===== config.mk =====
export PLATFORM = sky130hd
export DESIGN_NAME = keypad_code_lock
export DESIGN_NICKNAME = d
export VERILOG_FILES = /design/src/hdl/kcl_pkg.sv /design/src/hdl/kcl_step.sv /design/src/hdl/kcl_out_stage.sv /design/src/hdl/keypad_code_lock.sv
export SDC_FILE = /design/constraint.sdc
export NUM_CORES = 1
export LEC_CHECK = 0
export BUFFER_PORTS_ARGS = -buffer_cell sky130_fd_sc_hd__buf_2
export CORE_ASPECT_RATIO = 1.2
export CORE_MARGIN = 10
export CORE_UTILIZATION = 59
export DETAILED_ROUTE_END_ITERATION = 6
export PLACE_DENSITY = 0.82
export SYNTH_ARGS = -nofsm -noshare
export SYNTH_HDL_FRONTEND = slang
export SYNTH_SLANG_ARGS = --single-unit
export TNS_END_PERCENT = 10

===== constraint.sdc =====
create_clock -name i_clk -period 2.01 [get_ports i_clk]
set_clock_uncertainty 0.2 [all_clocks]
set_input_delay 0.201 -clock i_clk [delete_from_list [all_inputs] [get_ports i_clk]]
set_output_delay 0.201 -clock i_clk [all_outputs]
set_load 0.01 [all_outputs]

===== src/hdl/kcl_pkg.sv =====
// Shared types, constants and helpers for the keypad code lock.
package kcl_pkg;

    localparam int unsigned CODE_LEN   = 4;
    localparam int unsigned KEY_W      = 8;
    localparam int unsigned DIGIT_W    = 6;
    localparam int unsigned COUNT_W    = 3;
    localparam int unsigned SCREEN_W   = 3;
    localparam int unsigned SLOT_W     = 2;
    localparam int unsigned CFG_IDX_W  = 3;
    localparam int unsigned OUT_DATA_W = 8;

    localparam logic [KEY_W-1:0] KEY_NONE  = 8'd0;
    localparam logic [KEY_W-1:0] KEY_A     = 8'h41;
    localparam logic [KEY_W-1:0] KEY_C     = 8'h43;
    localparam logic [KEY_W-1:0] KEY_STAR  = 8'h2A;
    localparam logic [KEY_W-1:0] KEY_ZERO  = 8'h30;
    localparam logic [KEY_W-1:0] KEY_NINE  = 8'h39;
    localparam logic [KEY_W-1:0] BLANK     = 8'h20;

    localparam logic [COUNT_W-1:0] CODE_LEN_CNT = 3'd4;

    localparam logic [CFG_IDX_W-1:0] REG_CODE_DIGIT_0 = 3'd0;
    localparam logic [CFG_IDX_W-1:0] REG_CODE_DIGIT_1 = 3'd1;
    localparam logic [CFG_IDX_W-1:0] REG_CODE_DIGIT_2 = 3'd2;
    localparam logic [CFG_IDX_W-1:0] REG_CODE_DIGIT_3 = 3'd3;

    localparam logic [DIGIT_W-1:0] RST_CODE_DIGIT_0 = 6'd55;
    localparam logic [DIGIT_W-1:0] RST_CODE_DIGIT_1 = 6'd53;
    localparam logic [DIGIT_W-1:0] RST_CODE_DIGIT_2 = 6'd51;
    localparam logic [DIGIT_W-1:0] RST_CODE_DIGIT_3 = 6'd54;

    typedef enum logic [2:0] {
        MS_START   = 3'd0,
        MS_MAIN    = 3'd1,
        MS_OPER    = 3'd2,
        MS_BEGIN   = 3'd3,
        MS_ENTER   = 3'd4,
        MS_CORRECT = 3'd5,
        MS_WRONG   = 3'd6
    } t_menu_state;

    typedef enum logic [2:0] {
        ES_IDLE    = 3'd0,
        ES_WAIT    = 3'd1,
        ES_STORE   = 3'd2,
        ES_RELEASE = 3'd3,
        ES_COUNT   = 3'd4,
        ES_COMPARE = 3'd5,
        ES_OK      = 3'd6,
        ES_BAD     = 3'd7
    } t_entry_state;

    localparam logic [SCREEN_W-1:0] SCR_START   = 3'd0;
    localparam logic [SCREEN_W-1:0] SCR_MAIN    = 3'd1;
    localparam logic [SCREEN_W-1:0] SCR_OPER    = 3'd2;
    localparam logic [SCREEN_W-1:0] SCR_ENTER   = 3'd3;
    localparam logic [SCREEN_W-1:0] SCR_CORRECT = 3'd4;
    localparam logic [SCREEN_W-1:0] SCR_WRONG   = 3'd5;

    typedef struct packed {
        t_menu_state                   menu;
        t_entry_state                  entry;
        logic [COUNT_W-1:0]            count;
        logic [CODE_LEN-1:0][KEY_W-1:0] digits;
        logic [KEY_W-1:0]              held;
    } t_lock_state;

    typedef struct packed {
        logic [SCREEN_W-1:0] screen;
        logic [COUNT_W-1:0]  digits_entered;
    } t_result;

    function automatic logic [SCREEN_W-1:0] screen_of(input t_menu_state ms);
        logic [SCREEN_W-1:0] s;
        s = SCR_START;
        unique case (ms)
            MS_START:   s = SCR_START;
            MS_MAIN:    s = SCR_MAIN;
            MS_OPER:    s = SCR_OPER;
            MS_BEGIN,
            MS_ENTER:   s = SCR_ENTER;
            MS_CORRECT: s = SCR_CORRECT;
            MS_WRONG:   s = SCR_WRONG;
            default:    s = SCR_START;
        endcase
        return s;
    endfunction

endpackage


===== src/hdl/kcl_step.sv =====
// Next-state logic of the menu and code entry machines for one keypad scan.
module kcl_step (
    input  kcl_pkg::t_lock_state                                  i_state,
    input  logic [kcl_pkg::KEY_W-1:0]                             i_key,
    input  logic [kcl_pkg::CODE_LEN-1:0][kcl_pkg::DIGIT_W-1:0]    i_code,
    output kcl_pkg::t_lock_state                                  o_state,
    output kcl_pkg::t_result                                      o_result
);

    kcl_pkg::t_menu_state  menu_nx;
    kcl_pkg::t_entry_state entry_mid;
    kcl_pkg::t_lock_state  st;
    logic                  is_digit;
    logic                  match;
    logic [kcl_pkg::COUNT_W-1:0] count_inc;

    assign is_digit  = (i_key >= kcl_pkg::KEY_ZERO) && (i_key <= kcl_pkg::KEY_NINE);
    assign count_inc = i_state.count + kcl_pkg::COUNT_W'(1);

    always_comb begin
        match = 1'b1;
        for (int i = 0; i < kcl_pkg::CODE_LEN; i++) begin
            if (i_state.digits[i] != {2'b00, i_code[i]}) begin
                match = 1'b0;
            end
        end
    end

    // Menu rule first; entry rule sees the entry state it leaves.
    always_comb begin
        menu_nx   = i_state.menu;
        entry_mid = i_state.entry;
        unique case (i_state.menu)
            kcl_pkg::MS_START: menu_nx = kcl_pkg::MS_MAIN;
            kcl_pkg::MS_MAIN: begin
                if (i_key == kcl_pkg::KEY_A) menu_nx = kcl_pkg::MS_OPER;
                if (i_key == kcl_pkg::KEY_C) menu_nx = kcl_pkg::MS_BEGIN;
            end
            kcl_pkg::MS_OPER, kcl_pkg::MS_CORRECT, kcl_pkg::MS_WRONG: begin
                if (i_key == kcl_pkg::KEY_STAR) menu_nx = kcl_pkg::MS_MAIN;
            end
            kcl_pkg::MS_BEGIN: begin
                entry_mid = kcl_pkg::ES_WAIT;
                menu_nx   = kcl_pkg::MS_ENTER;
            end
            kcl_pkg::MS_ENTER: begin
                if (i_state.entry == kcl_pkg::ES_OK)  menu_nx = kcl_pkg::MS_CORRECT;
                if (i_state.entry == kcl_pkg::ES_BAD) menu_nx = kcl_pkg::MS_WRONG;
            end
            default: menu_nx = i_state.menu;
        endcase
    end

    always_comb begin
        st       = i_state;
        st.menu  = menu_nx;
        st.entry = entry_mid;
        unique case (entry_mid)
            kcl_pkg::ES_WAIT: begin
                if (is_digit) begin
                    st.held  = i_key;
                    st.entry = kcl_pkg::ES_STORE;
                end
            end
            kcl_pkg::ES_STORE: begin
                st.digits[i_state.count[kcl_pkg::SLOT_W-1:0]] = i_state.held;
                st.entry = kcl_pkg::ES_RELEASE;
            end
            kcl_pkg::ES_RELEASE: begin
                if (i_key == kcl_pkg::KEY_NONE) st.entry = kcl_pkg::ES_COUNT;
            end
            kcl_pkg::ES_COUNT: begin
                st.count = count_inc;
                st.entry = (count_inc < kcl_pkg::CODE_LEN_CNT) ? kcl_pkg::ES_WAIT
                                                               : kcl_pkg::ES_COMPARE;
            end
            kcl_pkg::ES_COMPARE: begin
                for (int i = 0; i < kcl_pkg::CODE_LEN; i++) begin
                    st.digits[i] = kcl_pkg::BLANK;
                end
                st.count = '0;
                st.entry = match ? kcl_pkg::ES_OK : kcl_pkg::ES_BAD;
            end
            default: st.entry = entry_mid;
        endcase
    end

    assign o_state                 = st;
    assign o_result.screen         = kcl_pkg::screen_of(i_state.menu);
    assign o_result.digits_entered = st.count;

endmodule


===== src/hdl/kcl_out_stage.sv =====
// Output register holding one result until the downstream side takes it.
module kcl_out_stage (
    input  logic             i_clk,
    input  logic             i_rst_n,
    input  logic             i_load,
    input  kcl_pkg::t_result i_result,
    input  logic             i_take,
    output logic             o_valid,
    output kcl_pkg::t_result o_result
);

    logic             r_valid;
    logic             n_valid;
    kcl_pkg::t_result r_result;

    assign n_valid = i_load | (r_valid & ~i_take);

    always_ff @(posedge i_clk) begin
        if (!i_rst_n) begin
            r_valid <= 1'b0;
        end else begin
            r_valid <= n_valid;
        end
    end

    always_ff @(posedge i_clk) begin
        if (i_load) begin
            r_result <= i_result;
        end
    end

    assign o_valid  = r_valid;
    assign o_result = r_result;

endmodule


===== src/hdl/keypad_code_lock.sv =====
// Top level of the four-digit keypad code lock.
// A result is registered and reaches the master side in the cycle after its scan is taken.
// Throughput: one scan per cycle; the slave side stays ready while the result
// register is empty or is being drained in the same cycle.
// Reset (i_rst_n low, synchronous): menu to start, entry idle, count zero, buffer blank,
// secret code to 7536, result register empty.
module keypad_code_lock (
    input  logic                             i_clk,
    input  logic                             i_rst_n,
    input  logic                             i_cfg_we,
    input  logic [kcl_pkg::CFG_IDX_W-1:0]    i_cfg_idx,
    input  logic [kcl_pkg::DIGIT_W-1:0]      i_cfg_data,
    input  logic                             i_s_axis_tvalid,
    output logic                             o_s_axis_tready,
    input  logic [kcl_pkg::KEY_W-1:0]        i_s_axis_tdata,   // [7:0] key_code
    output logic                             o_m_axis_tvalid,
    input  logic                             i_m_axis_tready,
    output logic [kcl_pkg::OUT_DATA_W-1:0]   o_m_axis_tdata    // [2:0] screen,
                                                               // [5:3] digits_entered
);

    logic [kcl_pkg::CODE_LEN-1:0][kcl_pkg::DIGIT_W-1:0] r_code;
    kcl_pkg::t_lock_state r_state;
    kcl_pkg::t_lock_state n_state;
    kcl_pkg::t_result     step_result;
    kcl_pkg::t_result     out_result;
    logic                 accept;

    assign o_s_axis_tready = ~o_m_axis_tvalid | i_m_axis_tready;
    assign accept          = i_s_axis_tvalid & o_s_axis_tready;

    always_ff @(posedge i_clk) begin
        if (!i_rst_n) begin
            r_code[0] <= kcl_pkg::RST_CODE_DIGIT_0;
            r_code[1] <= kcl_pkg::RST_CODE_DIGIT_1;
            r_code[2] <= kcl_pkg::RST_CODE_DIGIT_2;
            r_code[3] <= kcl_pkg::RST_CODE_DIGIT_3;
        end else if (i_cfg_we) begin
            unique case (i_cfg_idx)
                kcl_pkg::REG_CODE_DIGIT_0: r_code[0] <= i_cfg_data;
                kcl_pkg::REG_CODE_DIGIT_1: r_code[1] <= i_cfg_data;
                kcl_pkg::REG_CODE_DIGIT_2: r_code[2] <= i_cfg_data;
                kcl_pkg::REG_CODE_DIGIT_3: r_code[3] <= i_cfg_data;
                default: ; // drop writes beyond the register list
            endcase
        end
    end

    kcl_step u_step (
        .i_state  (r_state),
        .i_key    (i_s_axis_tdata),
        .i_code   (r_code),
        .o_state  (n_state),
        .o_result (step_result)
    );

    always_ff @(posedge i_clk) begin
        if (!i_rst_n) begin
            r_state.menu   <= kcl_pkg::MS_START;
            r_state.entry  <= kcl_pkg::ES_IDLE;
            r_state.count  <= '0;
            r_state.digits <= {kcl_pkg::CODE_LEN{kcl_pkg::BLANK}};
            r_state.held   <= '0;
        end else if (accept) begin
            r_state <= n_state;
        end
    end

    kcl_out_stage u_out (
        .i_clk    (i_clk),
        .i_rst_n  (i_rst_n),
        .i_load   (accept),
        .i_result (step_result),
        .i_take   (i_m_axis_tready),
        .o_valid  (o_m_axis_tvalid),
        .o_result (out_result)
    );

    assign o_m_axis_tdata = {2'b00, out_result.digits_entered, out_result.screen};

endmodule


# Word-level counts from Yosys, hierarchy flattened
# Cells that the tools add are included.
# totals
reg_bits	80
latch_bits	0
ram_bits	0
mem_bits_ro	0
in_bits	22
word_cells	91
n_memories	0
# op_classes
addsub	1
mul	0
div	0
n_lt_le_gt_ge	5
n_eq_ne	26
shift	0
mux	22
bitwise_logic	6
reduce_logical	16
# ops
op	count
$pmux W32 S2	1
$pmux W3 S5	3
$bwmux W32	1
$ne A8 B6 Y1	4
$mux W3	9
$eq A3 B3 Y1 const B	7
$eq A3 B2 Y1 const B	6
$demux W8 S2	1
$eq A8 B7 Y1 const B	2
$reduce_and A2 Y1	5
$eq A3 B1 Y1 const B	3
$eq A8 B6 Y1 const B	1
$ge A8 B6 Y1 const B	1
$le A8 B6 Y1 const B	1
$logic_not A8 Y1	1
$mux W8	1
$logic_not A3 Y1	2
$ne A3 B1 Y1 const B	2
$pmux W3 S2	1
$mux W1	5
$reduce_and A5 Y1	1
$reduce_bool A5 Y1	1
$add A3 B1 Y3 const B	1
$lt A2 B3 Y1 const B	1
11 further kinds	15

# Logic depth before layout (Yosys ltp)
# logic_depth
depth_word	7
depth_mapped	6
ltp_nobuf	6

# Cells and area by module
# A second synthesis with hierarchy kept.
# unflattened
hier_cells	485
area_unflattened_um2	4330.4
# by_module_without_submodules
module	instances	cells_per_inst	area_each_um2	seq_area_each_um2
keypad_code_lock	1	305	2820.2	1461.4
kcl_step	1	171	1288.7	0.0
kcl_out_stage	1	9	221.5	200.2

# Least setup slack after synthesis
# OpenSTA, ideal clock, no wires.
# synth_path
kind	register -> register
startpoint	register u_out.r_valid (netlist: u_out.o_valid)
endpoint	register r_state[47] (netlist name)
setup_ps	70
arrival_time_ps	1643
setup_slack_ps	97
stages_incl_launch_ff	7
n_path_buf	0
period_less_slack_ps	1913
path_cell_list	dfxtp_1 nand2b_1 nand2_1 clkinv_1 nand2_1 or4_1 a21oi_1
# synth_between
elab_chain_cells	4
# synth_lines
item	line_no	rtl
from (decl)	kcl_out_stage.sv:12	logic r_valid;
from (signal assigned)	kcl_out_stage.sv:22	r_valid <= n_valid;
$not A1 Y1	keypad_code_lock.sv:29	assign o_s_axis_tready = ~o_m_axis_tvalid | i_m_axis_tready;
$or A1 B1 Y1	keypad_code_lock.sv:29	
named net o_s_axis_tready	keypad_code_lock.sv:14	output logic o_s_axis_tready,
$and A1 B1 Y1	keypad_code_lock.sv:30	assign accept = i_s_axis_tvalid & o_s_axis_tready;
named net accept	keypad_code_lock.sv:27	logic accept;
$reduce_and A5 Y1 (no source line)	-	
to (signal assigned)	keypad_code_lock.sv:65	r_state <= n_state;
to (decl)	keypad_code_lock.sv:23	kcl_pkg::t_lock_state r_state;
# The timed path passes the listed nets, and every way through them passes these cells.
# A chain may end at the register's enable or synchronous reset.

# Worst setup path after layout
# layout_path
startpoint	input port i_s_axis_tvalid
endpoint	register r_state[47] (netlist name)
# layout_between
elab_chain_cells	2
# layout_lines
item	line_no	rtl
from (decl)	keypad_code_lock.sv:13	input logic i_s_axis_tvalid,
$and A1 B1 Y1	keypad_code_lock.sv:30	
named net accept	keypad_code_lock.sv:27	
$reduce_and A5 Y1 (no source line)	-	
# The timed path passes the listed nets, and every way through them passes these cells.

==> flow_metrics.py <==
metrics = {
    "outcome": {
        "status": "completed",
    },
    "clock_tree": {
        "cts.sinks": 80,
        "clk_latency_ps": 350,
        "cts_tree": "built",
        "cts_buffers": 9,
        "cts_setup_buffers": 0,
        "htree_levels": 3,
        "cts-root-buf": "clkbuf_8",
        "cts.clk_slew.worst_paths_ps": 80,
        "clockBufferDepth": 2,
    },
    "logic_synthesis": {
        "synth_edf_count": 6,
        "synth_fa_ha_area_share_pct": 1.39,
        "syn_inst": 390,
        "synth_seq_cells": 80,
        "yosysTopAreaCellShare_pct": 41.3,
        "syn_area_per_cell_um2": 9.21,
        "synthFlopType": "dfxtp_1",
        "synth_async_sr_flop_share_pct": 0,
        "synthXorXnorAreaFrac_pct": 6.59,
        "synth_top_family_by_area": "simple AND/OR/NAND/NOR gates",
        "ys_types": 51,
        "synthMuxAreaShare_pct": 8.12,
        "synth_area_leaders": "dfxtp_1 41%, mux2i_1 7.8%, xor2_1 6.3%",
        "synth_area_um2": 3590,
        "synth-compound-area-share_pct": 13.8,
        "yosys_warnings": 0,
        "synthSimpleGateAreaFrac_pct": 20.1,
        "synth_top_area_cell": "dfxtp_1",
        "yosysSeqAreaShare_pct": 46.3,
    },
    "flow_run": {
        "cap_viol_max_count": 0,
    },
    "layout": {
        "layout_commonest_cell": "dfxtp_1",
        "n_antenna_cell": 0,
        "mostFrequentLayoutCells": "73 x dfxtp_1, 56 x nor2_1, 35 x nand2_1",
        "final_layout_size_suffix_gt1_share_pct": 16.3,
        "post-route-util_pct": 70.6,
        "final-seq-area_um2": 1660,
        "n_fill_cell": 476,
        "multi_input_area_um2": 1820,
        "fin_nets": 468,
        "area_delta_synth_final_pct": 17.4,
    },
    "global_routing": {
        "busiest_layer": "met2",
        "use_met3_pct": 4.12,
        "grt_max_degree": 28,
        "grt.overflow.total": 0,
        "first_global_vias": 3007,
        "antenna_found_initial": 0,
        "grt_use_met2_pct": 31.5,
        "grt_pass1_wl_mm": 14.2,
        "grt_util_met1_pct": 20.1,
        "grt_use_total_pct": 17.6,
    },
    "floorplan": {
        "dieArea_um2": 9620,
        "die_h_um": 105,
        "design.core.area_um2": 5970,
        "initial_utilization_pct": 60.1,
        "ios": 32,
        "die_w_um": 91.2,
        "rows": 31,
    },
    "detailed_routing": {
        "first_pass_iters": 5,
        "via_count": 2977,
        "viasPerCell": 5.63,
        "antenna_left": 0,
        "routed_wl_mm": 8.48,
        "avgRoutedWirePerCell_um": 16.0,
        "drt_iter0_markers": 236,
        "drc_errors": 0,
    },
    "power": {
        "peakVddDrop_mv": 0.506,
        "p_per_area_nw_per_um2": 721,
        "p_leak_nw": 1.76,
    },
    "hold_path": {
        "hold_path_class": "input pin to flop",
    },
    "setup_path": {
        "critPathRequiredTime_ps": 2100,
        "crit_type": "input pin to flop",
        "path_max_fanout": 10,
        "start_kind": "input pin",
        "ff2ff_setup_slack_ps": 120,
        "arrival_ps": 2000,
        "end_kind": "flop",
    },
    "timing": {
        "hold_viol": 0,
        "finalCritPeriodShare_pct": 94.9,
        "drv_slew": 0,
        "finalCriticalPeriod_ps": 1910,
        "finalSetupViolations": 0,
        "setup_tns_ps": 0,
        "rsz0062_at_grt": "false",
        "fmax_mhz": 524,
    },
    "placement": {
        "io_buffers": 29,
        "hpwl_mm": 6.07,
        "place_congestion": 0.887,
    },
}
==> Yosys cell counts, types with 3 or more instances <==
cell type / count
buf_4: 4
clkbuf_1: 14
nand2b_1: 3
a21o_1: 5
dfxtp_1: 74
nand3_1: 5
a31oi_1: 5
nor4_1: 8
mux2i_1: 28
nand3b_1: 3
o21ai_0: 13
xor2_1: 26
ha_1: 4
edfxtp_1: 6
and3_1: 7
a21oi_1: 6
nor2b_1: 12
inv_1: 8
a22oi_1: 29
nor2_1: 56
nor3_1: 3
nand2_1: 35
==> final cells by class <==
cell class	count	area share, %
clock buffers	12	3.71
clock inverters	4	0.653
inverters	9	0.801
multi-input cells	281	43.1
flip-flops and latches	80	39.4
well taps	82	2.43
repair buffers	61	9.85
==> power by group <==
part / internal, mW / leakage, nW / switching (mW)
clock network: 0.525 / 0.0955 / 0.580
registers: 1.64 / 0.660 / 0.0293
logic: 0.116 / 1.00 / 0.151
==> metrics by stage <==
step	power, mW	instances	hold WS, ps	cell area [um^2]	worst slack [ps]
CTS	3.05	529	6.65	4200	59.0
global route	3.15	529	33.7	4220	22.4
finish	3.04	529	9.55	4220	103
detailed placement	1.95	501	271	3900	34.1
global placement	1.93	501	263	3900	59.3
floorplan	1.85	391	126	3590	97.1
==> worst paths after layout <==
check / startpoint / end / cells past startpoint
max: i_s_axis_tvalid / r_state[47] / 7
min: i_m_axis_tready / u_out.o_valid / 3
max reg2reg: u_out.o_valid / r_state[47] / 6
min reg2reg: r_code[6] / r_code[6] / 2
==> worst max-delay path, cell delays in order <==
cell	delay, ps
dlygate4sd3_1	520
buf_2	120
nand2_1	140
clkinv_1	250
nand2_1	110
or4_1	510
a21oi_1	140
==> cells by family (layout without fill, tap and decap cells) <==
| logic type | after synthesis | in the layout |
|---|---|---|
| simple gates | 148 | 148 |
| buf+inv | 30 | 86 |
| fa+ha+maj | 4 | 4 |
| mux | 29 | 29 |
| compound gates | 71 | 71 |
| flops | 80 | 80 |
| other cells | 1 | 2 |
| xor+xnor | 27 | 27 |
==> flip-flops by register name (all words and copies together) (netlist names) <==
name,count
r_code,24
r_state,49
u_out.o_result,6
u_out.o_valid,1
==> repair_timing <==
item	CTS	global route
hold buffers	12	0
setup endpoints to repair	0	25
resized for setup	0	3
hold endpoints to repair	31	0
==> per-layer routing <==
layer | wire (um) | share of wire [%]
met5 | 0 | 0
met2 | 4320 | 51
met4 | 118 | 1.4
met1 | 3650 | 43
met3 | 392 | 4.6
Power figures use the tool's default switching activity.
